===== src/design/rewf_pkg.sv =====
`default_nettype none

package rewf_pkg;

	// fixed frame geometry
	localparam int HEADER_WINDOW           = 8;
	localparam int TRAILER_WINDOW          = 12;
	localparam int FIRST_KIND_HEADER_WORDS = 20;

	localparam int WORD_W  = 16;
	localparam int LEN_W   = 16;
	localparam int COUNT_W = 16;
	localparam int TYPE_W  = 2;

	// marker words
	localparam logic [WORD_W-1:0] MARK_8000 = 16'h8000;
	localparam logic [WORD_W-1:0] MARK_0001 = 16'h0001;
	localparam logic [WORD_W-1:0] MARK_FFFF = 16'hFFFF;

	// leading nibbles of the ranged markers
	localparam logic [3:0] NIB_9 = 4'h9;
	localparam logic [3:0] NIB_A = 4'hA;
	localparam logic [3:0] NIB_E = 4'hE;
	localparam logic [3:0] NIB_F = 4'hF;

	// packet type codes
	localparam logic [TYPE_W-1:0] TYPE_NONE   = 2'd0;
	localparam logic [TYPE_W-1:0] TYPE_FIRST  = 2'd1;
	localparam logic [TYPE_W-1:0] TYPE_SECOND = 2'd2;

	// per-word match flags computed by the front end
	typedef struct packed {
		logic is_8000;
		logic is_0001;
		logic is_ffff;
		logic nib_9;
		logic nib_a;
		logic nib_e;
		logic nib_f;
	} word_class_t;

	// one queued word with its flags
	typedef struct packed {
		logic [WORD_W-1:0] word;
		word_class_t       cls;
	} queue_item_t;

endpackage

`default_nettype wire


===== src/design/rewf_front.sv =====
`default_nettype none

module rewf_front (
	input  wire                   clk,
	input  wire                   arst_n,
	input  wire                   in_valid,
	output logic                  in_ready,
	input  wire  [15:0]           in_word,
	output logic                  q_valid,
	output rewf_pkg::queue_item_t q_item,
	input  wire                   q_pop
);
	import rewf_pkg::*;

	queue_item_t mem_q [0:1];
	logic        wr_ptr_q;
	logic        rd_ptr_q;
	logic [1:0]  count_q;
	queue_item_t new_item;
	logic        push;

	// classify the incoming word against every marker
	always_comb begin
		new_item.word        = in_word;
		new_item.cls.is_8000 = (in_word == MARK_8000);
		new_item.cls.is_0001 = (in_word == MARK_0001);
		new_item.cls.is_ffff = (in_word == MARK_FFFF);
		new_item.cls.nib_9   = (in_word[15:12] == NIB_9);
		new_item.cls.nib_a   = (in_word[15:12] == NIB_A);
		new_item.cls.nib_e   = (in_word[15:12] == NIB_E);
		new_item.cls.nib_f   = (in_word[15:12] == NIB_F);
	end

	assign in_ready = (count_q != 2'd2);
	assign push     = in_valid && in_ready;
	assign q_valid  = (count_q != 2'd0);
	assign q_item   = mem_q[rd_ptr_q];

	// two-entry queue storage
	always_ff @(posedge clk) begin
		if (push) begin
			mem_q[wr_ptr_q] <= new_item;
		end
	end

	// queue pointers and fill level
	always_ff @(posedge clk or negedge arst_n) begin
		if (!arst_n) begin
			wr_ptr_q <= 1'b0;
			rd_ptr_q <= 1'b0;
			count_q  <= 2'd0;
		end else begin
			if (push) begin
				wr_ptr_q <= ~wr_ptr_q;
			end
			if (q_pop) begin
				rd_ptr_q <= ~rd_ptr_q;
			end
			if (push && !q_pop) begin
				count_q <= count_q + 2'd1;
			end else if (!push && q_pop) begin
				count_q <= count_q - 2'd1;
			end
		end
	end

endmodule

`default_nettype wire


===== src/design/rewf_back.sv =====
`default_nettype none

module rewf_back (
	input  wire                   clk,
	input  wire                   arst_n,
	input  wire                   q_valid,
	input  rewf_pkg::queue_item_t q_item,
	output logic                  q_pop,
	output logic                  out_valid,
	input  wire                   out_ready,
	output logic [15:0]           echo_word,
	output logic                  packet_start,
	output logic [1:0]            packet_type,
	output logic                  in_packet,
	output logic                  packet_end,
	output logic [15:0]           packet_length,
	output logic [15:0]           packet_count
);
	import rewf_pkg::*;

	localparam int HIST_N = TRAILER_WINDOW - 1;
	localparam int WIN_BASE = TRAILER_WINDOW - HEADER_WINDOW;

	localparam logic [1:0] PH_SEARCH = 2'd0;
	localparam logic [1:0] PH_FIRST  = 2'd1;
	localparam logic [1:0] PH_SECOND = 2'd2;

	localparam logic [LEN_W-1:0] LEN_MAX   = {LEN_W{1'b1}};
	localparam logic [LEN_W-1:0] LEN_START = LEN_W'(HEADER_WINDOW);
	localparam logic [LEN_W-1:0] LEN_HDR   = LEN_W'(FIRST_KIND_HEADER_WORDS);

	// flags of the last eleven words, oldest first
	word_class_t        cls_q [0:HIST_N-1];
	word_class_t        h [0:TRAILER_WINDOW-1];
	logic [1:0]         phase_q;
	logic [LEN_W-1:0]   len_q;
	logic [COUNT_W-1:0] cnt_q;
	logic               out_valid_q;

	logic [WORD_W-1:0]  echo_q;
	logic               start_q;
	logic [TYPE_W-1:0]  type_q;
	logic               inpkt_q;
	logic               end_q;
	logic [LEN_W-1:0]   olen_q;
	logic [COUNT_W-1:0] ocnt_q;

	logic [LEN_W-1:0]   len_inc;
	logic               first_hit;
	logic               second_hit;
	logic               end_first;
	logic               end_second;
	logic               nx_start;
	logic [TYPE_W-1:0]  nx_type;
	logic               nx_inpkt;
	logic               nx_end;
	logic [LEN_W-1:0]   nx_len;
	logic [1:0]         nx_phase;
	logic [LEN_W-1:0]   nx_len_state;
	logic [COUNT_W-1:0] nx_cnt;

	assign q_pop = q_valid && (!out_valid_q || out_ready);

	// history as it stands after this word is pushed
	always_comb begin
		for (int i = 0; i < HIST_N; i++) begin
			h[i] = cls_q[i];
		end
		h[TRAILER_WINDOW-1] = q_item.cls;
	end

	// pattern tests
	always_comb begin
		len_inc = (len_q == LEN_MAX) ? len_q : len_q + LEN_W'(1);
		first_hit = h[WIN_BASE+5].is_8000 && h[WIN_BASE+6].is_0001 &&
			h[WIN_BASE+7].is_8000;
		second_hit = 1'b1;
		for (int i = 0; i < 4; i++) begin
			second_hit = second_hit && h[WIN_BASE+i].nib_9;
		end
		for (int i = 4; i < 7; i++) begin
			second_hit = second_hit && h[WIN_BASE+i].nib_a;
		end
		end_first = (len_inc >= LEN_HDR) && h[0].is_8000 && h[1].is_8000 &&
			h[2].is_ffff && h[3].is_8000;
		end_second = 1'b1;
		for (int i = 4; i < 8; i++) begin
			end_second = end_second && h[i].nib_f;
		end
		for (int i = 8; i < 11; i++) begin
			end_second = end_second && h[i].nib_e;
		end
	end

	// framing decision for the popped word
	always_comb begin
		nx_start     = 1'b0;
		nx_type      = TYPE_NONE;
		nx_inpkt     = 1'b0;
		nx_end       = 1'b0;
		nx_len       = '0;
		nx_phase     = phase_q;
		nx_len_state = len_q;
		nx_cnt       = cnt_q;
		unique case (phase_q) inside
			PH_FIRST, PH_SECOND: begin
				nx_inpkt     = 1'b1;
				nx_type      = (phase_q == PH_FIRST) ? TYPE_FIRST : TYPE_SECOND;
				nx_len       = len_inc;
				nx_len_state = len_inc;
				nx_end       = (phase_q == PH_FIRST) ? end_first : end_second;
				if (nx_end) begin
					nx_phase     = PH_SEARCH;
					nx_len_state = '0;
				end
			end
			default: begin
				if (first_hit || second_hit) begin
					nx_phase     = first_hit ? PH_FIRST : PH_SECOND;
					nx_type      = first_hit ? TYPE_FIRST : TYPE_SECOND;
					nx_len       = LEN_START;
					nx_len_state = LEN_START;
					nx_cnt       = cnt_q + COUNT_W'(1);
					nx_start     = 1'b1;
					nx_inpkt     = 1'b1;
				end else begin
					nx_phase = PH_SEARCH;
				end
			end
		endcase
	end

	// framing state and history
	always_ff @(posedge clk or negedge arst_n) begin
		if (!arst_n) begin
			phase_q <= PH_SEARCH;
			len_q   <= '0;
			cnt_q   <= '0;
			for (int i = 0; i < HIST_N; i++) begin
				cls_q[i] <= '0;
			end
		end else if (q_pop) begin
			phase_q <= nx_phase;
			len_q   <= nx_len_state;
			cnt_q   <= nx_cnt;
			for (int i = 0; i < HIST_N; i++) begin
				cls_q[i] <= nx_end ? '0 : h[i+1];
			end
		end
	end

	// output word valid
	always_ff @(posedge clk or negedge arst_n) begin
		if (!arst_n) begin
			out_valid_q <= 1'b0;
		end else if (q_pop) begin
			out_valid_q <= 1'b1;
		end else if (out_ready) begin
			out_valid_q <= 1'b0;
		end
	end

	// output word payload
	always_ff @(posedge clk) begin
		if (q_pop) begin
			echo_q  <= q_item.word;
			start_q <= nx_start;
			type_q  <= nx_type;
			inpkt_q <= nx_inpkt;
			end_q   <= nx_end;
			olen_q  <= nx_len;
			ocnt_q  <= nx_cnt;
		end
	end

	assign out_valid     = out_valid_q;
	assign echo_word     = echo_q;
	assign packet_start  = start_q;
	assign packet_type   = type_q;
	assign in_packet     = inpkt_q;
	assign packet_end    = end_q;
	assign packet_length = olen_q;
	assign packet_count  = ocnt_q;

endmodule

`default_nettype wire


===== src/design/raw_event_word_framer_top.sv =====
// an accepted word goes through the queue and the output register to m_tdata
// throughput: one word per cycle unless m_tready stalls it, set by the framing update
// a two-word queue between front and back absorbs input words while the output stalls
// reset: arst_n asynchronously clears the queue, the framing state, the match history
// and the output valid; s_tready is high once the queue is cleared
`default_nettype none

module raw_event_word_framer_top (
	input  wire         clk,
	input  wire         arst_n,
	input  wire         s_tvalid,
	output logic        s_tready,
	input  wire  [15:0] s_tdata,   // data_word
	output logic        m_tvalid,
	input  wire         m_tready,
	output logic [47:0] m_tdata,   // echo_word, packet_length, packet_count
	output logic [3:0]  m_tuser,   // packet_start, packet_type, in_packet
	output logic        m_tlast    // packet_end
);
	import rewf_pkg::*;

	logic        q_valid;
	queue_item_t q_item;
	logic        q_pop;
	logic [15:0] echo_word;
	logic        packet_start;
	logic [1:0]  packet_type;
	logic        in_packet;
	logic        packet_end;
	logic [15:0] packet_length;
	logic [15:0] packet_count;

	// classify and queue
	rewf_front u_front (
		.clk      (clk),
		.arst_n   (arst_n),
		.in_valid (s_tvalid),
		.in_ready (s_tready),
		.in_word  (s_tdata),
		.q_valid  (q_valid),
		.q_item   (q_item),
		.q_pop    (q_pop)
	);

	// framing state and output register
	rewf_back u_back (
		.clk           (clk),
		.arst_n        (arst_n),
		.q_valid       (q_valid),
		.q_item        (q_item),
		.q_pop         (q_pop),
		.out_valid     (m_tvalid),
		.out_ready     (m_tready),
		.echo_word     (echo_word),
		.packet_start  (packet_start),
		.packet_type   (packet_type),
		.in_packet     (in_packet),
		.packet_end    (packet_end),
		.packet_length (packet_length),
		.packet_count  (packet_count)
	);

	assign m_tdata = {packet_count, packet_length, echo_word};
	assign m_tuser = {in_packet, packet_type, packet_start};
	assign m_tlast = packet_end;

endmodule

`default_nettype wire

===== config.mk =====
export PLATFORM = sky130hd
export DESIGN_NAME = raw_event_word_framer_top
export DESIGN_NICKNAME = d
export VERILOG_FILES = /design/src/design/rewf_pkg.sv /design/src/design/rewf_front.sv /design/src/design/rewf_back.sv /design/src/design/raw_event_word_framer_top.sv
export SDC_FILE = /design/constraint.sdc
export NUM_CORES = 1
export LEC_CHECK = 0
export BUFFER_PORTS_ARGS = -buffer_cell sky130_fd_sc_hd__buf_4
export CAP_MARGIN = 20
export CORE_MARGIN = 1.5
export CORE_UTILIZATION = 35
export DETAILED_ROUTE_END_ITERATION = 8
export GPL_ROUTABILITY_DRIVEN = 0
export GPL_TIMING_DRIVEN = 0
export PLACE_DENSITY_LB_ADDON = 0.1
export SYNTH_ARGS = -nofsm -noshare
export SYNTH_HDL_FRONTEND = slang
export SYNTH_HIERARCHICAL = 1
export SYNTH_SLANG_ARGS = --single-unit

===== constraint.sdc =====
create_clock -name clk -period 5.6 [get_ports clk]
set_input_delay 0.56 -clock clk [delete_from_list [all_inputs] [get_ports clk]]
set_output_delay 0.56 -clock clk [all_outputs]
set_load 0.02 [all_outputs]

# Word-level counts from Yosys, hierarchy flattened
# Memory sizes are Yosys's and may differ from the RTL's.
# Cells that the tools add are included.
[totals] out_inout_bits=55 in_bits=20 reg_bits=163 mem_bits_rw=46 memories=1 elab_cells=173
[classes] bitwise=2 muxes=34 n_reduce_logical=34 n_addsub=4 magnitude_cmp=1 n_eq_ne=12
[mem_list] memory="u_front.mem_q" depth=2 word_bits=23 rd=1 rd_clocked_by_memory_dff=0 write_ports=1 line="rewf_front.sv:15" rtl="queue_item_t mem_q [0:1];"
[ops] operator="two-way mux 16 bit" n=7
[ops] operator="two-way mux 7 bit" n=11
[ops] operator="== test 16 bit (second input constant)" n=3
[ops] operator="adder 16 x 1 -> 16 bit (second input constant)" n=2
[ops] operator="logical AND 1 bit" n=22
[ops] operator="== test 16 x 1 -> 1 bit (second input constant)" n=1
[ops] operator="== test 4 bit (second input constant)" n=4
[ops] operator="greater-or-equal comparator 16 x 5 -> 1 bit (second input constant)" n=1
[ops] operator="two-way mux 2 bit" n=8
[ops] operator="nonzero test 2 bit" n=4
[ops] operator="two-way mux 1 bit" n=7
[ops] operator="two-way mux 4 bit" n=1
[ops] operator="AND reduction 2 bit" n=2
[ops] operator="zero test 1 bit" n=3
[ops] operator="adder 2 x 1 -> 2 bit (second input constant)" n=1
[ops] operator="== test 2 x 1 -> 1 bit (second input constant)" n=1
[ops] operator="== test 2 bit (second input constant)" n=1
[ops] operator="logical OR 1 bit" n=2
[ops] operator="inequality test 2 x 1 -> 1 bit (second input constant)" n=1
[ops] operator="inequality test 2 bit (second input constant)" n=1
[ops] operator="inverter 1 bit" n=2
[ops] operator="OR reduction 2 bit" n=1
[ops] operator="subtractor 2 x 1 -> 2 bit (second input constant)" n=1

# Logic depth before layout (Yosys ltp)
[logic_depth] word_depth=10 depth_mapped=12 ltp_nobuf=9

# Modules after synthesis
# The synthesis kept the hierarchy.
[modules_own_cells] mod="rewf_back" area_per_inst_um2=5906.9 seq_area_each_um2=3493.4 n_inst=1 cells_per_inst=537
[modules_own_cells] mod="rewf_front" area_per_inst_um2=1978.1 seq_area_each_um2=1481.4 n_inst=1 cells_per_inst=107
[modules_own_cells] mod="raw_event_word_framer_top" area_per_inst_um2=15.0 seq_area_each_um2=0.0 n_inst=1 cells_per_inst=2

# Worst setup path before layout
# No wires, ideal clock.
[synth_path] path_kind="input -> register" start="input m_tready" end="register u_front.count_q[1]" t_required_ps=5521 setup_slack_ps=1931 stages=10 arrival_ps=3590 n_path_buf=2 setup_ps=79 cell_sequence="nand2b_1 -> nand2_1 -> inv_1 -> clkbuf_1 -> clkbuf_1 -> inv_1 -> ha_1 -> xor2_1 -> nor2_1 -> xor2_1"
[synth_via] elab_chain_cells=5 elab_cells_between_ends=7 classes_between="mux: 1; reduce/logical: 6"
[synth_lines] item="start: declaration" line="raw_event_word_framer_top.sv:15" rtl="input wire m_tready,"
[synth_lines] item="logical OR 1 bit *" line="rewf_back.sv:62" rtl="assign q_pop = q_valid && (!out_valid_q || out_ready);"
[synth_lines] item="logical AND 1 bit *" line="rewf_back.sv:62"
[synth_lines] item="net q_pop" line="raw_event_word_framer_top.sv:24" rtl="logic q_pop;"
[synth_lines] item="zero test 1 bit" line="rewf_front.sv:59" rtl="if (push && !q_pop) begin"
[synth_lines] item="logical AND 1 bit" line="rewf_front.sv:59"
[synth_lines] item="two-way mux 2 bit or nonzero test 2 bit (tied branches)"
[synth_lines] item="end signal: assignment" line="rewf_front.sv:60" rtl="count_q <= count_q + 2'd1;"
[synth_lines] item="end signal: assignment" line="rewf_front.sv:62" rtl="count_q <= count_q - 2'd1;"
[synth_lines] item="end: declaration" line="rewf_front.sv:18" rtl="logic [1:0] count_q;"
# The timed path passes the listed nets; every way through them passes the cells marked *.
# A chain may end at the register's enable or synchronous reset.

# Worst setup path in the final report
[layout_path] start="register u_back.len_q[1]" end="register u_back.len_q[6]"
[layout_via] elab_chain_cells=10 elab_cells_between_ends=11 classes_between="add/sub: 1; order compare: 1; eq/ne: 1; mux: 4; reduce/logical: 4"
[layout_lines] item="start: declaration" line="rewf_back.sv:36" rtl="logic [LEN_W-1:0] len_q;"
[layout_lines] item="start signal: assignment" line="rewf_back.sv:144" rtl="len_q <= nx_len_state;"
[layout_lines] item="adder 16 x 1 -> 16 bit or == test 16 bit (tied branches)" line="rewf_back.sv:74" rtl="len_inc = (len_q == LEN_MAX) ? len_q : len_q + LEN_W'(1);"
[layout_lines] item="two-way mux 16 bit *" line="rewf_back.sv:74"
[layout_lines] item="greater-or-equal comparator 16 x 5 -> 1 bit" line="rewf_back.sv:84" rtl="end_first = (len_inc >= LEN_HDR) && h[0].is_8000 && h[1].is_8000 &&"
[layout_lines] item="logical AND 1 bit (3 in a row)" line="rewf_back.sv:84"
[layout_lines] item="logical AND 1 bit" line="rewf_back.sv:85" rtl="h[2].is_ffff && h[3].is_8000;"
[layout_lines] item="two-way mux 1 bit" line="rewf_back.sv:111" rtl="nx_end = (phase_q == PH_FIRST) ? end_first : end_second;"
[layout_lines] item="two-way mux 16 bit *" line="rewf_back.sv:112" rtl="if (nx_end) begin"
[layout_lines] item="two-way mux 16 bit *" line="rewf_back.sv:105" rtl="unique case (phase_q) inside"
# Every way passes the cells marked *; elsewhere a longest branch is shown, timed or not.

==> summary.md <==
| Metric | Value |
|---|---|
| Status | finished with violations |
| Failing checks | DRC |
| HPWL Detailed | 11080 µm |
| Largest net degree at the start of global routing | 81 |
| Vias/cell | 4.985 |
| Routed length per instance | 15.94 µm |
| Max-Cap Viols | 0 |
| Post-placement cell count | 1002 |
| First-pass GRT wire length | 27370 µm |
| Detail Route Antenna Nets | 0 |
| Drt drc | 7 |
| Sw Share | 34.97% |
| Fin util | 43.44% |
| Worst Path Required | 5.97 ns |
| Crit path largest cell delay | 0.64 ns |
| Slowest CP cell | nor4_2 |
| Die area | 0.02348 mm² |
| Worst vdd ir | 0.2076 mV |
| CP Capture Type | flip-flop |
| Initial core utilization | 35.98% |
| Synth area leader | edfxtp_1 |
| Crit path cell chain | ha_1 -> buf_4 -> and3_1 -> buf_2 -> nand3_1 -> mux2i_1 -> or4b_4 -> nor4_2 -> a21o_1 -> buf_2 -> a22o_1 |
| Fraction of layout cells with a size suffix above 1 | 27.25% |
| Arrival time at the worst endpoint | 3.80 ns |
| Synth warn | 6 |
| Initial antenna violation count | 0 |
| Die Span Y | 153.2 µm |
| Rel. slew slack | 38.09% |
| Slew Viols, Final | 0 |
| Synth Net Count | 670 |
| Drt total wl | 16510 µm |
| CP Max Fanout | 9 |
| Leakage | 3.812 nW |
| Vias in the first global route | 5234 |
| Most common cell after layout, fill and taps aside | nand2_1 |
| Fin Clk Skew | 0.01425 ns |
| Post-synth top area share | 37.63% |
| P_int | 3.043 mW |
| Final setup violation count | 0 |
| Post-layout min period | 3.429 ns |
| Post-synth EDFFs | 99 |
| Root Driver | clkbuf_16 |
| F_max | 291.6 MHz |
| # diodes | 0 |
| Worst-Margin Slew | 0.9287 ns |
| Async set-or-reset flop fraction in the synthesized netlist | 44.69% |
| Port buffer count | 74 |
| Mapped Area | 0.007900 mm² |
| Crit Reg-Reg Endpoint | u_back/len_q[6]$_DFFE_PN0P_ |
| Setup CP Type | flip-flop to flip-flop |
| CTS Sinks | 179 |
| Unique cell type count in the Yosys netlist | 52 |
| Post-Synthesis Cells | 646 |
| Hold Path Depth | 1 |
| Mean Syn Cell Area | 12.23 µm² |
| Seq/Total Area, Yosys | 62.97% |
| Setup TNS | 0 ns |
| Flops & latches, synth | 179 |
| CTS tree | done |
| Top post-synthesis cells by area | edfxtp_1 (38%), dfrtp_1 (25%), nand2_1 (5.5%) |
| CTS clk-pin slew, worst paths | 0.09 ns |
| Clk Latency, worst-skew pair | 0.43 ns |
| Grt ovf | 0 |
| Fillcell total | 2057 |
| Die Width | 153.2 µm |
| Hold Crit Endpoint | u_front/mem_q[0][12]$_DFFE_PP_ |
| Area of the core region | 0.02196 mm² |
| Comb power frac | 30.4% |
| DR iter-0 viols | 223 |
| Switching power | 1.636 mW |
| Area Overhead vs Synth | 20.75% |
| Clock power share | 26.6% |
| Main flop type after synthesis | edfxtp_1 |
| Flop-to-flop setup slack | 2.17 ns |
| Buffer depth of the longest clock path | 2 |
| Setup crit start kind | flip-flop |
| GRT Overall Usage | 14.75% |
| Detailed-route via count | 5164 |
| Cts bufs inserted | 17 |
| H-tree level count | 4 |
| Path type of the worst min-delay path | primary input to flip-flop |
| Largest delay share family, worst path | simple AND/OR/NAND/NOR gates |
| Detailed Routing Iterations Pass 1 | 7 |
| # rows | 54 |
| Cells on worst reg2reg path | 11 |
| Most frequent cells in the layout | nand2_1 (116), edfxtp_1 (99), buf_4 (81) |
| Most used cell along the critical path | buf_2 |
| # IOs | 75 |
| RSZ-0062 raised after global routing | no |
| Nets | 767 |
| WP buf/inv | 3 |
| Final Hold Viols | 0 |
| Post-CTS Setup Repair Bufs | 0 |
| Tcrit/Tclk final | 61.24% |
| Post-Layout Cell Count | 1036 |
| Worst R2R Start | u_back/len_q[1]$_DFFE_PN0P_ |
| Hold path startpoint | s_tdata[5] |
| Power Density | 490.5 mW/mm² |
| Sequential Power Share | 43.0% |
## power groups by stage
stage | Clock, mW | Sequential, mW | Combinational [mW]
CTS | 1.27 | 2.02 | 1.45
floorplan | 0 | 2.19 | 0.754
finish | 1.24 | 2.01 | 1.42
global route | 1.34 | 2.06 | 1.55
detailed placement | 0 | 2.04 | 1.45
global placement | 0 | 2.05 | 1.39
## Yosys cell counts, types with 2 or more instances
master    count
nand3_1      15
nand4_1      20
mux2i_1       5
a41oi_1       2
ha_1          4
clkbuf_1     21
nand2b_1      4
and4_1        6
buf_6         6
a21o_1        3
buf_2        10
xnor2_1      27
nor4_2        2
and3_1       13
buf_4         7
a21oi_2      39
o211ai_1      3
nor4_1        4
nor2_1       32
nand2_1     116
o21ai_0      12
a31oi_1       6
inv_1        11
a22o_1        8
dfrtp_1      80
xor2_1       14
a21oi_1      11
or2_2         2
nor3b_1       3
edfxtp_1     99
nor3_1       14
o31ai_1       2
o32ai_1       2
mux2_2       25
## layout make-up
cell class	instances	area, µm²	area share (%)
plain buffers	45	256.5	2.689
clock buffers	17	425.4	4.460
clock inverters	15	209.0	2.190
inverters	11	41.29	0.4328
multi-input cells	411	2634	27.61
flip-flops and latches	179	4975	52.15
well taps	280	350.3	3.673
repair buffers	78	648.1	6.794
## worst max path at each step
stage,from,to,slack (ns),cells after the start
floorplan,m_tready,u_front/count_q[1]$_DFFE_PN0P_,1.93,10
global placement,m_tready,u_front/count_q[1]$_DFFE_PN0P_,0.32,11
detailed placement,m_tready,u_front/count_q[1]$_DFFE_PN0P_,2.23,11
CTS,u_back/len_q[1]$_DFFE_PN0P_,u_back/len_q[6]$_DFFE_PN0P_,2.19,11
global route,u_back/len_q[1]$_DFFE_PN0P_,u_back/len_q[15]$_DFFE_PN0P_,1.95,11
finish,u_back/len_q[1]$_DFFE_PN0P_,u_back/len_q[6]$_DFFE_PN0P_,2.17,11
## what timing repair did
action / in CTS / in global routing
hold endpoints to repair: 0 / 12
gates resized for setup: 0 / 0
hold buffers: 0 / 1
## logic make-up after synthesis
logic type,share of synthesized area [%]
adders and majority gates,0.6335
DFF,62.97
xor gates and xnor gates,4.546
muxes,4.197
and+or+nand+nor,14.38
AOI/OAI and AO/OA,9.551
buffers and inverters,3.722
## per-stage QoR
step / setup slack, ns / area [µm²] / power, mW / hold WS, ns
after floorplan: 1.931 / 7900 / 2.946 / 0.2644
after global placement: 0.3197 / 8806 / 3.441 / 0.4751
after detailed placement: 2.228 / 8867 / 3.488 / 0.4799
after CTS: 2.193 / 9502 / 4.739 / 0.3103
after global routing: 1.954 / 9539 / 4.947 / 0.2927
final: 2.171 / 9539 / 4.679 / 0.3248
## registers in the layout (all words and copies together), names as in the netlist
name                  count
u_front/mem_q            46
u_front/count_q           2
u_back/packet_type        2
u_back/packet_start       1
u_back/packet_length     16
u_back/echo_word         16
u_back/out_valid          1
u_back/cnt_q             16
u_back/packet_end         1
u_back/phase_q            2
u_back/cls_q             41
u_back/packet_count      16
u_front/rd_ptr_q          1
u_back/len_q             16
u_back/in_packet          1
u_front/wr_ptr_q          1
## routing by layer
metal | global-route usage (%) | vias up | part of all wire [%]
li1 | - | 2514 | -
met1 | 20.34 | 2537 | 49
met2 | 23.05 | 98 | 46
met3 | 3.374 | 15 | 3.6
met4 | 4.762 | 0 | 1.2
met5 | 0 | - | 0
## worst reg2reg max path, delay by kind of cell (launching register included)
family / cells / cell delay [ns]
AO/OA/AOI/OAI: 2 / 0.37
adder cells (fa/ha/maj): 1 / 0.22
AND/OR/NAND/NOR: 4 / 1.44
multiplexers: 1 / 0.32
flip-flops: 1 / 0.47
buffers and inverters: 3 / 0.55
Power figures use the tool's default switching activity.
